[config.mk]
export PLATFORM = sky130hd
export DESIGN_NAME = rc_pulse_to_motor_drive
export DESIGN_NICKNAME = d
export VERILOG_FILES = /design/src/rtl/core/rcpmd_pkg.sv /design/src/rtl/core/rcpmd_event.sv /design/src/rtl/core/rcpmd_drive.sv /design/src/rtl/core/rc_pulse_to_motor_drive.sv
export SDC_FILE = /design/constraint.sdc
export NUM_CORES = 1
export LEC_CHECK = 0
export BUFFER_PORTS_ARGS = -buffer_cell sky130_fd_sc_hd__buf_2
export CAP_MARGIN = 20
export CELL_PAD_IN_SITES_DETAIL_PLACEMENT = 0
export CELL_PAD_IN_SITES_GLOBAL_PLACEMENT = 1
export CORE_ASPECT_RATIO = 1.1
export CORE_MARGIN = 5
export CORE_UTILIZATION = 52
export CTS_CLUSTER_DIAMETER = 200
export DETAILED_ROUTE_END_ITERATION = 12
export HOLD_SLACK_MARGIN = 0.15
export PLACE_DENSITY = 0.93
export SETUP_SLACK_MARGIN = 0.5
export SLEW_MARGIN = 5
export SYNTH_ARGS = -nofsm -noshare
export SYNTH_HDL_FRONTEND = slang
export SYNTH_SLANG_ARGS = --single-unit
[constraint.sdc]
create_clock -name clk_i -period 14.6 [get_ports clk_i]
set_clock_uncertainty 0.1 [all_clocks]
set_input_delay 2.19 -clock clk_i [delete_from_list [all_inputs] [get_ports clk_i]]
set_output_delay 2.19 -clock clk_i [all_outputs]
set_load 0.01 [all_outputs]
[src/rtl/core/rcpmd_pkg.sv]
// shared types and constants of the rc pulse to motor drive block
package rcpmd_pkg;

  localparam int unsigned StampW   = 16;
  localparam int unsigned CountW   = 8;
  localparam int unsigned CmpW     = 8;
  localparam int unsigned DirW     = 2;
  localparam int unsigned CmdW     = 2;
  localparam int unsigned CfgIdxW  = 3;
  localparam int unsigned CfgDataW = 16;
  localparam int unsigned TotalW   = StampW + CountW;

  typedef enum logic [CmdW-1:0] {
    CMD_RISE = 2'd0,
    CMD_FALL = 2'd1,
    CMD_OVF  = 2'd2
  } cmd_e;

  typedef enum logic [DirW-1:0] {
    DIR_OFF  = 2'd0,
    DIR_FWD  = 2'd1,
    DIR_BACK = 2'd2
  } dir_e;

  typedef enum logic [CfgIdxW-1:0] {
    CFG_MIN_WIDTH  = 3'd0,
    CFG_MAX_WIDTH  = 3'd1,
    CFG_FWD_THR    = 3'd2,
    CFG_BACK_THR   = 3'd3,
    CFG_NEUTRAL    = 3'd4,
    CFG_LOST_LIMIT = 3'd5
  } cfg_idx_e;

  typedef struct packed {
    logic [StampW-1:0] min_width;
    logic [StampW-1:0] max_width;
    logic [StampW-1:0] fwd_thr;
    logic [StampW-1:0] back_thr;
    logic [StampW-1:0] neutral;
    logic [CountW-1:0] lost_limit;
  } cfg_t;

  typedef struct packed {
    logic [StampW-1:0] good_width;
    logic              lost;
  } snap_t;

  localparam cfg_t CfgReset = '{
    min_width:  16'd950,
    max_width:  16'd2075,
    fwd_thr:    16'd1550,
    back_thr:   16'd1450,
    neutral:    16'd1500,
    lost_limit: 8'd3
  };

  localparam logic [StampW-1:0] GoodWidthReset = 16'd1500;
  localparam logic [CountW-1:0] CountMax       = 8'hFF;
  localparam logic [CmpW-1:0]   CmpOff         = 8'hFF;
  localparam logic [CmpW:0]     CmpFull        = 9'd256;

endpackage

[src/rtl/core/rcpmd_event.sv]
// capture event state: rise stamp, overflow count, accepted width, lost flag
module rcpmd_event (
  input  logic                         clk_i,
  input  logic                         rst_ni,
  input  logic                         req_i,
  input  logic [rcpmd_pkg::CmdW-1:0]   command_i,
  input  logic [rcpmd_pkg::StampW-1:0] timestamp_i,
  input  rcpmd_pkg::cfg_t              cfg_i,
  output rcpmd_pkg::snap_t             snap_o
);

  logic [rcpmd_pkg::StampW-1:0] rise_q, rise_d;
  logic [rcpmd_pkg::CountW-1:0] count_q, count_d, count_inc;
  logic [rcpmd_pkg::StampW-1:0] good_q, good_d;
  logic                         lost_q, lost_d;
  logic [rcpmd_pkg::TotalW-1:0] total, width, rise_ext;
  logic                         in_window;

  assign rise_ext  = {{rcpmd_pkg::CountW{1'b0}}, rise_q};
  assign total     = {count_q, timestamp_i};
  assign width     = total - rise_ext;
  assign in_window = (total >= rise_ext)
                  && (width >= {{rcpmd_pkg::CountW{1'b0}}, cfg_i.min_width})
                  && (width <= {{rcpmd_pkg::CountW{1'b0}}, cfg_i.max_width});
  assign count_inc = (count_q == rcpmd_pkg::CountMax) ? count_q : count_q + 8'd1;

  always_comb begin
    rise_d  = rise_q;
    count_d = count_q;
    good_d  = good_q;
    lost_d  = lost_q;
    case (rcpmd_pkg::cmd_e'(command_i))
      rcpmd_pkg::CMD_RISE: begin
        rise_d  = timestamp_i;
        count_d = '0;
      end
      rcpmd_pkg::CMD_FALL: begin
        if (in_window) begin
          good_d = width[rcpmd_pkg::StampW-1:0];
        end
      end
      rcpmd_pkg::CMD_OVF: begin
        count_d = count_inc;
        lost_d  = count_inc > cfg_i.lost_limit;
      end
      default: begin
      end
    endcase
  end

  always_ff @(posedge clk_i or negedge rst_ni) begin
    if (!rst_ni) begin
      rise_q  <= '0;
      count_q <= '0;
      good_q  <= rcpmd_pkg::GoodWidthReset;
      lost_q  <= 1'b1;
    end else if (req_i) begin
      rise_q  <= rise_d;
      count_q <= count_d;
      good_q  <= good_d;
      lost_q  <= lost_d;
    end
  end

  assign snap_o = '{good_width: good_d, lost: lost_d};

endmodule

[src/rtl/core/rcpmd_drive.sv]
// motor direction and pwm compare level from a state snapshot
module rcpmd_drive (
  input  rcpmd_pkg::snap_t            snap_i,
  input  rcpmd_pkg::cfg_t             cfg_i,
  output rcpmd_pkg::dir_e             dir_o,
  output logic [rcpmd_pkg::CmpW-1:0]  cmp_o
);

  logic [rcpmd_pkg::StampW-1:0] delta;
  logic [rcpmd_pkg::StampW:0]   half_sum;
  logic [rcpmd_pkg::StampW-1:0] half;
  logic [rcpmd_pkg::CmpW:0]     level_full;
  logic [rcpmd_pkg::CmpW-1:0]   level;

  assign delta = (snap_i.good_width >= cfg_i.neutral) ? snap_i.good_width - cfg_i.neutral
                                                      : cfg_i.neutral - snap_i.good_width;
  assign half_sum   = {1'b0, delta} + 17'd1;
  assign half       = half_sum[rcpmd_pkg::StampW:1];
  assign level_full = rcpmd_pkg::CmpFull - {1'b0, half[rcpmd_pkg::CmpW-1:0]};

  always_comb begin
    if (half == '0) begin
      level = rcpmd_pkg::CmpOff;
    end else if (|half[rcpmd_pkg::StampW-1:rcpmd_pkg::CmpW]) begin
      level = '0;
    end else begin
      level = level_full[rcpmd_pkg::CmpW-1:0];
    end
  end

  always_comb begin
    if (snap_i.lost) begin
      dir_o = rcpmd_pkg::DIR_OFF;
    end else if (snap_i.good_width > cfg_i.fwd_thr) begin
      dir_o = rcpmd_pkg::DIR_FWD;
    end else if (snap_i.good_width < cfg_i.back_thr) begin
      dir_o = rcpmd_pkg::DIR_BACK;
    end else begin
      dir_o = rcpmd_pkg::DIR_OFF;
    end
  end

  assign cmp_o = (dir_o == rcpmd_pkg::DIR_OFF) ? rcpmd_pkg::CmpOff : level;

endmodule

[src/rtl/core/rc_pulse_to_motor_drive.sv]
// top level: rc pulse decoder driving a brushed motor bridge
//
// input channel: one timer event per request (command_i: rising edge, falling
// edge or timer overflow, with timestamp_i), taken when in_valid_i is high and
// in_stall_o is low
// output channel: one drive request per event (direction_o, compare_value_o,
// signal_ok_o, pulse_width_o), taken when out_valid_o is high and out_stall_i
// is low
// config channel: cfg_index_i selects min width, max width, forward
// threshold, backward threshold, neutral width or lost overflow limit; always
// ready, write only while no request is in flight
// pipeline: the event snapshot is registered into the middle stage at accept, then into the output register
// throughput: 1 event per cycle while out_stall_i is low; event state updates at accept, the drive
// stage and output register follow
// reset: config returns to defaults, signal is reported lost, width 1500
// receiver stall: the output request holds, the middle stage holds, and
// in_stall_o rises once both are full
module rc_pulse_to_motor_drive (
  input  logic                            clk_i,
  input  logic                            rst_ni,
  input  logic                            in_valid_i,
  output logic                            in_stall_o,
  input  logic [rcpmd_pkg::CmdW-1:0]      command_i,
  input  logic [rcpmd_pkg::StampW-1:0]    timestamp_i,
  output logic                            out_valid_o,
  input  logic                            out_stall_i,
  output logic [rcpmd_pkg::DirW-1:0]      direction_o,
  output logic [rcpmd_pkg::CmpW-1:0]      compare_value_o,
  output logic                            signal_ok_o,
  output logic [rcpmd_pkg::StampW-1:0]    pulse_width_o,
  input  logic                            cfg_valid_i,
  output logic                            cfg_ready_o,
  input  logic [rcpmd_pkg::CfgIdxW-1:0]   cfg_index_i,
  input  logic [rcpmd_pkg::CfgDataW-1:0]  cfg_data_i
);

  rcpmd_pkg::cfg_t  cfg_q;
  rcpmd_pkg::snap_t snap, s1_q;
  logic             s1_valid_q;
  logic             out_valid_q;
  logic             out_load, accept;
  rcpmd_pkg::dir_e  dir, dir_q;
  logic [rcpmd_pkg::CmpW-1:0]   cmp, cmp_q;
  logic                         ok_q;
  logic [rcpmd_pkg::StampW-1:0] width_q;

  assign cfg_ready_o = 1'b1;

  always_ff @(posedge clk_i or negedge rst_ni) begin
    if (!rst_ni) begin
      cfg_q <= rcpmd_pkg::CfgReset;
    end else if (cfg_valid_i && cfg_ready_o) begin
      unique case (rcpmd_pkg::cfg_idx_e'(cfg_index_i))
        rcpmd_pkg::CFG_MIN_WIDTH:  cfg_q.min_width  <= cfg_data_i;
        rcpmd_pkg::CFG_MAX_WIDTH:  cfg_q.max_width  <= cfg_data_i;
        rcpmd_pkg::CFG_FWD_THR:    cfg_q.fwd_thr    <= cfg_data_i;
        rcpmd_pkg::CFG_BACK_THR:   cfg_q.back_thr   <= cfg_data_i;
        rcpmd_pkg::CFG_NEUTRAL:    cfg_q.neutral    <= cfg_data_i;
        rcpmd_pkg::CFG_LOST_LIMIT: cfg_q.lost_limit <= cfg_data_i[rcpmd_pkg::CountW-1:0];
        default: begin
        end
      endcase
    end
  end

  assign out_load   = !out_valid_q || !out_stall_i;
  assign in_stall_o = s1_valid_q && !out_load;
  assign accept     = in_valid_i && !in_stall_o;

  rcpmd_event u_event (
    .clk_i       (clk_i),
    .rst_ni      (rst_ni),
    .req_i       (accept),
    .command_i   (command_i),
    .timestamp_i (timestamp_i),
    .cfg_i       (cfg_q),
    .snap_o      (snap)
  );

  always_ff @(posedge clk_i or negedge rst_ni) begin
    if (!rst_ni) begin
      s1_valid_q <= 1'b0;
    end else if (accept) begin
      s1_valid_q <= 1'b1;
    end else if (out_load) begin
      s1_valid_q <= 1'b0;
    end
  end

  always_ff @(posedge clk_i) begin
    if (accept) begin
      s1_q <= snap;
    end
  end

  rcpmd_drive u_drive (
    .snap_i (s1_q),
    .cfg_i  (cfg_q),
    .dir_o  (dir),
    .cmp_o  (cmp)
  );

  always_ff @(posedge clk_i or negedge rst_ni) begin
    if (!rst_ni) begin
      out_valid_q <= 1'b0;
    end else if (out_load) begin
      out_valid_q <= s1_valid_q;
    end
  end

  always_ff @(posedge clk_i) begin
    if (out_load && s1_valid_q) begin
      dir_q   <= dir;
      cmp_q   <= cmp;
      ok_q    <= !s1_q.lost;
      width_q <= s1_q.good_width;
    end
  end

  assign out_valid_o     = out_valid_q;
  assign direction_o     = dir_q;
  assign compare_value_o = cmp_q;
  assign signal_ok_o     = ok_q;
  assign pulse_width_o   = width_q;

  a_off_level: assert property (@(posedge clk_i) disable iff (!rst_ni)
    out_valid_o && (direction_o == rcpmd_pkg::DIR_OFF) |-> compare_value_o == rcpmd_pkg::CmpOff)
    else $error("drive off without idle compare level");

  a_lost_off: assert property (@(posedge clk_i) disable iff (!rst_ni)
    out_valid_o && !signal_ok_o |-> direction_o == rcpmd_pkg::DIR_OFF)
    else $error("drive active while signal lost");

  a_fwd_width: assert property (@(posedge clk_i) disable iff (!rst_ni)
    out_valid_o && (direction_o == rcpmd_pkg::DIR_FWD) |-> pulse_width_o > cfg_q.fwd_thr)
    else $error("forward drive below threshold");

  a_mid_hold: assert property (@(posedge clk_i) disable iff (!rst_ni)
    s1_valid_q && out_valid_q && out_stall_i |=> s1_valid_q)
    else $error("middle stage request lost under stall");

endmodule
==> results of run 1 <==
[worst max-delay path: cells and delay by family]
kind | cells | cell delay, ps
AOI/OAI and AO/OA | 13 | 2510
and+or+nand+nor | 3 | 1230
adders and majority gates | 2 | 580
muxes | 1 | 430
xor gates and xnor gates | 1 | 300
buffers and inverters | 1 | 110
[power groups by stage]
| stage | Sequential [mW] | Clock [mW] | Combinational (mW) |
|---|---|---|---|
| after global routing | 0.684 | 0.474 | 1.03 |
| after CTS | 0.674 | 0.449 | 0.916 |
| after floorplan | 0.668 | 0 | 0.686 |
| after global placement | 0.677 | 0 | 0.883 |
| final | 0.673 | 0.440 | 0.915 |
| after detailed placement | 0.682 | 0 | 0.908 |
[synthesized netlist by cell type, types with 3 or more instances]
master | count | share of area [%]
a211o_1 | 6 | 0.45
a211oi_1 | 10 | 0.64
a21boi_0 | 9 | 0.58
a21o_1 | 41 | 2.6
a21oi_1 | 48 | 2.1
a221oi_1 | 3 | 0.22
a31o_2 | 3 | 0.22
a31oi_1 | 5 | 0.27
and2_1 | 7 | 0.37
and3_1 | 4 | 0.21
and4_1 | 5 | 0.37
buf_2 | 7 | 0.30
clkbuf_1 | 32 | 1.0
dfrtp_1 | 91 | 19
dfstp_2 | 40 | 9.0
edfxtp_1 | 44 | 11
fa_1 | 3 | 0.51
ha_1 | 122 | 13
inv_1 | 142 | 4.6
mux2_2 | 56 | 5.4
mux2i_1 | 14 | 1.2
nand2_1 | 129 | 4.1
nand2b_1 | 13 | 0.69
nand3_1 | 23 | 0.98
nand4_1 | 17 | 0.91
nand4b_1 | 4 | 0.30
nor2_1 | 54 | 1.7
nor2b_1 | 20 | 1.1
nor3_1 | 21 | 0.90
nor3b_1 | 3 | 0.19
nor4_1 | 4 | 0.21
o211ai_1 | 9 | 0.58
o21a_1 | 14 | 0.90
o21ai_0 | 116 | 5.0
o22ai_1 | 5 | 0.27
o31a_1 | 6 | 0.45
o31ai_1 | 9 | 0.58
o32ai_1 | 10 | 0.75
or3_1 | 8 | 0.43
xnor2_1 | 22 | 1.6
xor2_1 | 12 | 0.90
[cell families (layout without fill, tap and decap cells)]
kind of cell / count (synthesis) / in the layout / synth area share [%]
adders and majority gates: 125 / 125 / 13.5
muxes: 71 / 71 / 6.77
xor gates and xnor gates: 34 / 34 / 2.54
other: 1 / 1 / 0.0320
AOI/OAI and AO/OA: 312 / 312 / 17.1
buffers and inverters: 185 / 253 / 6.16
and+or+nand+nor: 329 / 329 / 14.1
DFF: 175 / 175 / 39.7
[metal layers]
metal  up-vias  track usage (%)
li1       4449                -
met1      4245             25.6
met2       158             37.4
met3        59             2.76
met4         0             8.49
met5         -                0
[final timing paths]
kind,from,end,slack [ps],depth (start not counted)
worst max-delay path,timestamp_i[1],u_event.good_q[5],7450,21
worst min-delay path,s1_valid_q,out_valid_o,380,1
worst max register to register,u_event.rise_q[1],u_event.good_q[5],8900,21
worst min register to register,s1_valid_q,out_valid_o,380,1
max in group asynchronous,rst_ni,cfg_q[40],11280,2
min in group asynchronous,rst_ni,cfg_q[52],1720,1
[registers in the layout (all words and copies together) (netlist names)]
| register | cells |
|---|---|
| u_event.good_q | 16 |
| compare_value_o | 8 |
| s1_valid_q | 1 |
| u_event.rise_q | 16 |
| pulse_width_o | 16 |
| cfg_q | 88 |
| signal_ok_o | 1 |
| out_valid_o | 1 |
| s1_q | 17 |
| u_event.count_q | 8 |
| direction_o | 2 |
| u_event.lost_q | 1 |
[layout make-up]
type | instances | area, µm²
Fill cell | 1948 | 9160
Sequential cell | 175 | 4650
Tap cell | 295 | 369
Multi-Input combinational cell | 872 | 6400
Inverter | 142 | 533
Timing Repair Buffer | 79 | 424
Clock inverter | 15 | 139
Clock buffer | 17 | 425
==> flow_summary.toml, run 1 <==
[run_status]
run_status = "finished clean"

[drt]
drc = 0
routed-wl-met3_um = 750
highest-signal-layer = "met4"
wire_per_inst_um = 16.7
detail_route.first_pass.iterations = 5
finalWirelength_um = 26600
detailedRoute.firstIterationViolations = 430
met2_length_um = 13500
routed_metal_1_wire_length_um = 11500
vias_per_cell = 5.59
route.vias.total = 8911
ant_nets = 0

[yosys]
synth_enable_flop_cells = 44
syn-instance-count = 1232
ys.flop_type = "dfrtp_1"
yosysSeqAreaShare_pct = 39.7
synth-warning-count = 0
syn-mean-instance-area_um2 = 9.51
mappedNetlistNets = 1399
synthesis.area_um2 = 11700
count_of_different_cell_masters_after_synthesis = 77
postSynthRegisterBits = 175
asyncSetResetFlopFracSynth_pct = 74.9

[placement]
place_area_um2 = 12400
dp_slack_ps = 6860
dpl.cell_count = 1561
gp_congestion = 0.859
detailed_place_hpwl_um = 20500
port_buffers = 70

[pwr]
switching_share_pct = 39.6
pwr-share-comb_pct = 45.1
power.density_cell_area_nw_per_um2 = 157
power_frac_clock_pct = 21.7
internal-power_mw = 1.22
post-layout-total-power_mw = 2.03
vdd_drop_max_mv = 0.0976
power.net_switching_mw = 0.803
power.sequential.fraction_pct = 33.2
power.static_leakage_nw = 5.93

[sta]
worst_hold_slack_ps = 380
rsz0062_at_grt = "no"
finalMaxSlewViolations = 0
tns_ps = 0
slew-limit-headroom_pct = 25.1
setup_viol = 0
finalHoldViolCount = 0
final_period_minus_worst_setup_slack_ps = 7150
fmax_ghz = 0.140
final.setup.worst_slack_ps = 7450
period_share_pct = 49.0
worst-slew-pin-transition_ps = 1120

[clock_network]
worstSkewPairLatency_ps = 440
clkSlewWorstSetupHoldPaths_ps = 70
ctsHoldBuffers = 0
clock-sinks = 175
htree_levels = 4
ctsLongestPathBuffers = 2
post_cts_buffers = 0
clock_tree.root_cell = "clkbuf_16"
cts_resized = 0
cts_buffers = 17
cts_tree = "built"

[global_route]
grt_max_degree = 74
gr-usage-all-layers_pct = 20.9
grt_pass1_wl_um = 44000
first_global_vias = 8878
antenna_found_initial = 0
grt_overflow = 0

[cells_and_area]
insertedDiodeCount = 0
mostFrequentLayoutCells = "inv_1 (142), nand2_1 (129), ha_1 (122)"
finalNetCount = 1454
stdcell_area_um2 = 12900
post-route-util_pct = 58.6
proportion_of_layout_cells_with_a_drive_suffix_above_1_pct = 17.9
syn_to_final_growth_pct = 10.5
stdcell_count = 1595
most_common_library_cell_in_the_layout_ignoring_fill_and_taps = "inv_1"

[die]
design.die.area_um2 = 25600
design.core.area_um2 = 22100
die-height_um = 167
design.portCount = 72
std_cell_rows = 57
initial_core_util_pct = 53.0
die_w_um = 153

[critical_path]
critPathMostFrequentCell = "o21ai_0"
crit_path_max_incr_delay_ps = 990
timing.setup.critical_path_class = "input port to register"
critical_path_peak_fanout = 16
critPathRequiredTime_ps = 14820
worstPathCellList = "buf_2, ha_1, nor2b_1, o21ai_0, a21boi_0, o21ai_0, a211oi_1, o31a_1, o21ai_0, nand2b_1, xor2_1, ha_1, a21o_1, a21o_1, a21oi_1, o21ai_0, o21ai_0, a21oi_1, a211o_1, nor4b_4, mux2_2"
crit_arrival_ps = 7370
cpMaxStageDelayCell = "nor4b_4"
setup.worst_path.start_class = "input port"
crit_path_end_kind = "register"

[flow_run]
maxCapViolations = 0

[min_path]
worst_hold_path_type = "register to register"
Power figures use the tool's default switching activity.
==> run 2, diff against run 1 <==
--- a/config.mk
+++ b/config.mk
@@ -11,11 +11,11 @@
 export CELL_PAD_IN_SITES_GLOBAL_PLACEMENT = 1
 export CORE_ASPECT_RATIO = 1.1
 export CORE_MARGIN = 5
-export CORE_UTILIZATION = 52
+export CORE_UTILIZATION = 44
 export CTS_CLUSTER_DIAMETER = 200
 export DETAILED_ROUTE_END_ITERATION = 12
 export HOLD_SLACK_MARGIN = 0.15
-export PLACE_DENSITY = 0.93
+export PLACE_DENSITY = 0.85
 export SETUP_SLACK_MARGIN = 0.5
 export SLEW_MARGIN = 5
 export SYNTH_ARGS = -nofsm -noshare
==> constraint.sdc (replaced) <==
create_clock -name clk_i -period 5.7 [get_ports clk_i]
set_clock_uncertainty 0.1 [all_clocks]
set_input_delay 0.855 -clock clk_i [delete_from_list [all_inputs] [get_ports clk_i]]
set_output_delay 0.855 -clock clk_i [all_outputs]
set_load 0.01 [all_outputs]
==> flow_summary.toml, run 2 (synthesis results as in run 1) <==
[critical_path]
crit_arrival_ps = 5090
critical_path_buf_inv_count = 3
setup.worst_path.start_class = "input port"
crit_path_end_kind = "register"
crit_path_max_incr_delay_ps = 330
r2r_setup_slack_ps = 810
worstPathCellList = "buf_2, ha_1, nor2b_1, o21ai_2, a21boi_1, o21ai_2, a211oi_2, o31a_1, o21ai_2, nand2b_1, xor2_2, ha_1, a21o_1, a21o_1, a21oi_2, o21ai_1, nor2_1, a21oi_1, a211o_1, nor4_4, buf_4, clkbuf_16, mux2_2"
critical_path_peak_fanout = 8
cpMaxStageDelayCell = "a211o_1"
timing.setup.critical_path_class = "input port to register"
critPathMostFrequentCell = "o21ai_2"
critPathRequiredTime_ps = 5780
path_delay_family = "compound AO/OA/AOI/OAI gates"

[global_route]
grt_overflow = 0
grt_pass1_wl_um = 45300
gr-usage-all-layers_pct = 18.8
first_global_vias = 9016
grt_max_degree = 100
antenna_found_initial = 1

[cells_and_area]
syn_to_final_growth_pct = 12.5
max_flop_register = "cfg_q"
post-route-util_pct = 50.2
reg.largest.list = "cfg_q (88), s1_q (17)"
most_common_library_cell_in_the_layout_ignoring_fill_and_taps = "inv_1"
proportion_of_layout_cells_with_a_drive_suffix_above_1_pct = 19.1
largest_register_ffs = 88
mostFrequentLayoutCells = "inv_1 (142), nand2_1 (128), ha_1 (121)"
stdcell_count = 1664
finalNetCount = 1465

[drt]
vias_per_cell = 5.37
detailedRoute.firstIterationViolations = 385
finalWirelength_um = 27400
detail_route.first_pass.iterations = 5
ant_nets = 0
drc = 0
route.vias.total = 8931
wire_per_inst_um = 16.5

[placement]
dpl.cell_count = 1624
port_buffers = 70
detailed_place_hpwl_um = 21100
gp_congestion = 0.896

[sta]
fmax_ghz = 0.200
finalMaxSlewViolations = 0
worst-slew-pin-transition_ps = 951
period_share_pct = 87.9
setup_viol = 0
final_period_minus_worst_setup_slack_ps = 5010
slew-limit-headroom_pct = 36.6
rsz0062_at_grt = "no"
finalHoldViolCount = 0
worst_hold_slack_ps = 377
tns_ps = 0

[clock_network]
clock-sinks = 175
ctsLongestPathBuffers = 2
worstSkewPairLatency_ps = 430
cts_buffers = 17
cts_tree = "built"
htree_levels = 4
clkSlewWorstSetupHoldPaths_ps = 70
clock_tree.root_cell = "clkbuf_16"

[run_status]
run_status = "finished clean"

[pwr]
power.density_cell_area_nw_per_um2 = 398
power.static_leakage_nw = 6.00
power.net_switching_mw = 2.03
pwr-share-comb_pct = 45.7
power_frac_clock_pct = 21.4
switching_share_pct = 38.8
vdd_drop_max_mv = 0.201
power.sequential.fraction_pct = 32.9
internal-power_mw = 3.21

[die]
die-height_um = 181
design.die.area_um2 = 30000
design.portCount = 72
die_w_um = 166
design.core.area_um2 = 26200
std_cell_rows = 62
initial_core_util_pct = 44.7

[min_path]
worst_hold_path_type = "register to register"

[flow_run]
maxCapViolations = 0
-- run 2: cell types whose count changed in the layout (fill, tap and decap cells not counted), moves of 3 or more --
cell      previous run  this run
inv_8                4         0
clkbuf_1             0         4
o21ai_0            116       109
o21ai_1              1         5
buf_4                8        18
o21ai_2              1         4
-- run 2: worst reg2reg max path: stages, from the launching register on --
cell and delay [ps]:
dfrtp_1 370, inv_1 70, ha_1 270, nor2b_1 140
o21ai_2 130, a21boi_1 110, o21ai_2 180, a211oi_2 110
o31a_1 280, o21ai_2 170, nand2b_1 120, xor2_2 230
ha_1 300, a21o_1 190, a21o_1 190, a21oi_2 150
o21ai_1 110, nor2_1 100, a21oi_1 70, a211o_1 330
nor4_4 230, buf_4 190, clkbuf_16 160, mux2_2 330
-- run 2: final cells by class --
class | instances | area [µm²]
fill | 2462 | 13000
clock buffer | 24 | 493
sequential | 175 | 4650
multi-input combinational | 872 | 6450
inverter | 142 | 533
antenna | 1 | 2.50
timing repair buffer | 90 | 537
clock inverter | 8 | 65.1
tap | 352 | 440
-- run 2: what timing repair did --
action	in CTS	in global routing
gates resized for setup	1	8
setup endpoints to repair	14	40
cloned	0	1
endpoints found under the hold margin	0	0
pin swaps	0	12
hold buffers	0	0
setup buffers	0	6
-- run 2: path summary, 6_finish.rpt --
path | from | depth (start not counted) | to
max reg2reg | u_event.rise_q[1] | 23 | s1_q[11]
min | s1_valid_q | 1 | out_valid_o
min in group asynchronous | rst_ni | 1 | u_event.count_q[7]
min reg2reg | s1_valid_q | 1 | out_valid_o
max in group asynchronous | rst_ni | 2 | cfg_q[56]
max | timestamp_i[1] | 23 | s1_q[11]
-- run 2: power by group through the flow --
stage                     clock, mW  sequential, mW  combinational [mW]
after detailed placement          0            1.75                2.35
after global placement            0            1.74                2.29
after global routing           1.21            1.75                2.72
after CTS                      1.15            1.73                2.37
final                          1.12            1.72                2.39
after floorplan                   0            1.71                1.77
-- run 2: layer usage --
layer  track usage, %  vias to the layer above  wire length, µm
met2             32.3                      175            13900
met4             6.47                        0              702
met5                0                        -                0
li1                 -                     4479                -
met3             2.85                       37              966
met1             23.9                     4240            11800
-- run 2: per-stage QoR --
stage / cell area, µm² / setup WS (ps) / total power [mW]
after floorplan: 11800 / 517 / 3.48
after global placement: 12500 / 194 / 4.03
after detailed placement: 12500 / 30.7 / 4.10
after CTS: 13100 / 529 / 5.24
after global routing: 13200 / 468 / 5.67
final: 13200 / 689 / 5.24
==> run 3, diff against run 2 <==
--- a/config.mk
+++ b/config.mk
@@ -16,6 +16,7 @@
 export DETAILED_ROUTE_END_ITERATION = 12
 export HOLD_SLACK_MARGIN = 0.15
 export PLACE_DENSITY = 0.85
+export RECOVER_POWER = 25
 export SETUP_SLACK_MARGIN = 0.5
 export SLEW_MARGIN = 5
 export SYNTH_ARGS = -nofsm -noshare
==> flow_summary.toml, run 3 (synthesis results as in run 1) <==
[cells_and_area]
proportion_of_layout_cells_with_a_drive_suffix_above_1_pct = 19.0
stdcell_area_um2 = 13200
reg.largest.list = "cfg_q (88), s1_q (17)"
mostFrequentLayoutCells = "inv_1 (142), nand2_1 (128), ha_1 (121)"
stdcell_count = 1664
post-route-util_pct = 50.2
syn_to_final_growth_pct = 12.4
most_common_library_cell_in_the_layout_ignoring_fill_and_taps = "inv_1"
max_flop_register = "cfg_q"
finalNetCount = 1465
largest_register_ffs = 88

[clock_network]
worstSkewPairLatency_ps = 430
clock_tree.root_cell = "clkbuf_16"
ctsLongestPathBuffers = 2
htree_levels = 4
clock-sinks = 175
clkSlewWorstSetupHoldPaths_ps = 70
cts_tree = "built"
ctsHoldBuffers = 0
cts_buffers = 17

[drt]
vias_per_cell = 5.37
detail_route.first_pass.iterations = 5
finalWirelength_um = 27400
detailedRoute.firstIterationViolations = 385
wire_per_inst_um = 16.5
drc = 0
ant_nets = 0
route.vias.total = 8930

[global_route]
antenna_found_initial = 1
gr-usage-all-layers_pct = 18.8
grt_overflow = 0
grt_max_degree = 100
grt_pass1_wl_um = 45300
first_global_vias = 9016

[pwr]
post-layout-total-power_mw = 5.24
vdd_drop_max_mv = 0.201
power.static_leakage_nw = 6.00
power.density_cell_area_nw_per_um2 = 398

[critical_path]
crit_path_end_kind = "register"
worstPathCellList = "buf_2, ha_1, nor2b_1, o21ai_2, a21boi_1, o21ai_2, a211oi_2, o31a_1, o21ai_2, nand2b_1, xor2_2, ha_1, a21o_1, a21o_1, a21oi_2, o21ai_1, nor2_1, a21oi_1, a211o_1, nor4_4, buf_4, clkbuf_16, mux2_2"
critical_path_peak_fanout = 8
cpMaxStageDelayCell = "a211o_1"
path_delay_family = "compound AO/OA/AOI/OAI gates"
crit_arrival_ps = 5090
crit_path_max_incr_delay_ps = 330
critPathRequiredTime_ps = 5780
timing.setup.critical_path_class = "input port to register"
critical_path_buf_inv_count = 3
setup.worst_path.start_class = "input port"
critPathMostFrequentCell = "o21ai_2"

[die]
std_cell_rows = 62
design.portCount = 72
die_w_um = 166
initial_core_util_pct = 44.7
design.die.area_um2 = 30000
design.core.area_um2 = 26200
die-height_um = 181

[sta]
worst_hold_slack_ps = 377
final.setup.worst_slack_ps = 691
setup_viol = 0
finalMaxSlewViolations = 100
fmax_ghz = 0.200
worst-slew-pin-transition_ps = 2550
slew-limit-headroom_pct = -70.1
period_share_pct = 87.9
finalHoldViolCount = 0
final_period_minus_worst_setup_slack_ps = 5010
tns_ps = 0
rsz0062_at_grt = "no"

[min_path]
worst_hold_path_type = "register to register"

[placement]
port_buffers = 70
gp_congestion = 0.896
dpl.cell_count = 1624
place_area_um2 = 12500
dp_slack_ps = 30.7
detailed_place_hpwl_um = 21100

[run_status]
violated_checks = "capacitance limit, slew limit"
run_status = "complete, but fails checks"

[flow_run]
maxCapViolations = 1
## run 3: cell count changes in the layout (fill, tap and decap cells not counted)
cell and delta:
clkbuf_2 +1, buf_6 -1, buf_2 -1, clkbuf_1 +1
## run 3: final cells by class
type / count / area, µm²
Clock buffer: 24 / 493
Clock inverter: 8 / 65.1
Antenna cell: 1 / 2.50
Sequential cell: 175 / 4650
Multi-Input combinational cell: 872 / 6450
Timing Repair Buffer: 90 / 529
Tap cell: 352 / 440
Fill cell: 2462 / 13100
Inverter: 142 / 533
## run 3: worst paths after layout
kind | start | end | slack [ps] | cells after the start
setup / recovery | timestamp_i[1] | s1_q[11] | 690 | 23
hold / removal | s1_valid_q | out_valid_o | 380 | 1
setup reg to reg | u_event.rise_q[1] | s1_q[11] | 810 | 23
hold reg to reg | s1_valid_q | out_valid_o | 380 | 1
max in group asynchronous | rst_ni | cfg_q[56] | 2820 | 2
min in group asynchronous | rst_ni | u_event.count_q[7] | 1050 | 1
## run 3: timing repair
item                                    4_1_cts  5_1_grt
gates cloned                                  0        1
endpoints found under the setup margin       14       40
buffers inserted                              0        6
resized for setup                             1        8
pin swaps                                     0       12
## run 3: power by group
part / switching, mW / leakage, nW / total, mW / internal, mW
logic: 1.40 / 3.76 / 2.39 / 0.996
clock network: 0.505 / 0.277 / 1.12 / 0.618
registers: 0.131 / 1.96 / 1.72 / 1.59
total: 2.03 / 6.00 / 5.24 / 3.21
## run 3: layer usage
metal  vias to the layer above  routed length [µm]  GRT usage (%)
li1                       4479                   -              -
met1                      4237               11900           23.9
met2                       176               13900           32.3
met3                        38                 961           2.85
met4                         0                 706           6.47
met5                         -                   0              0
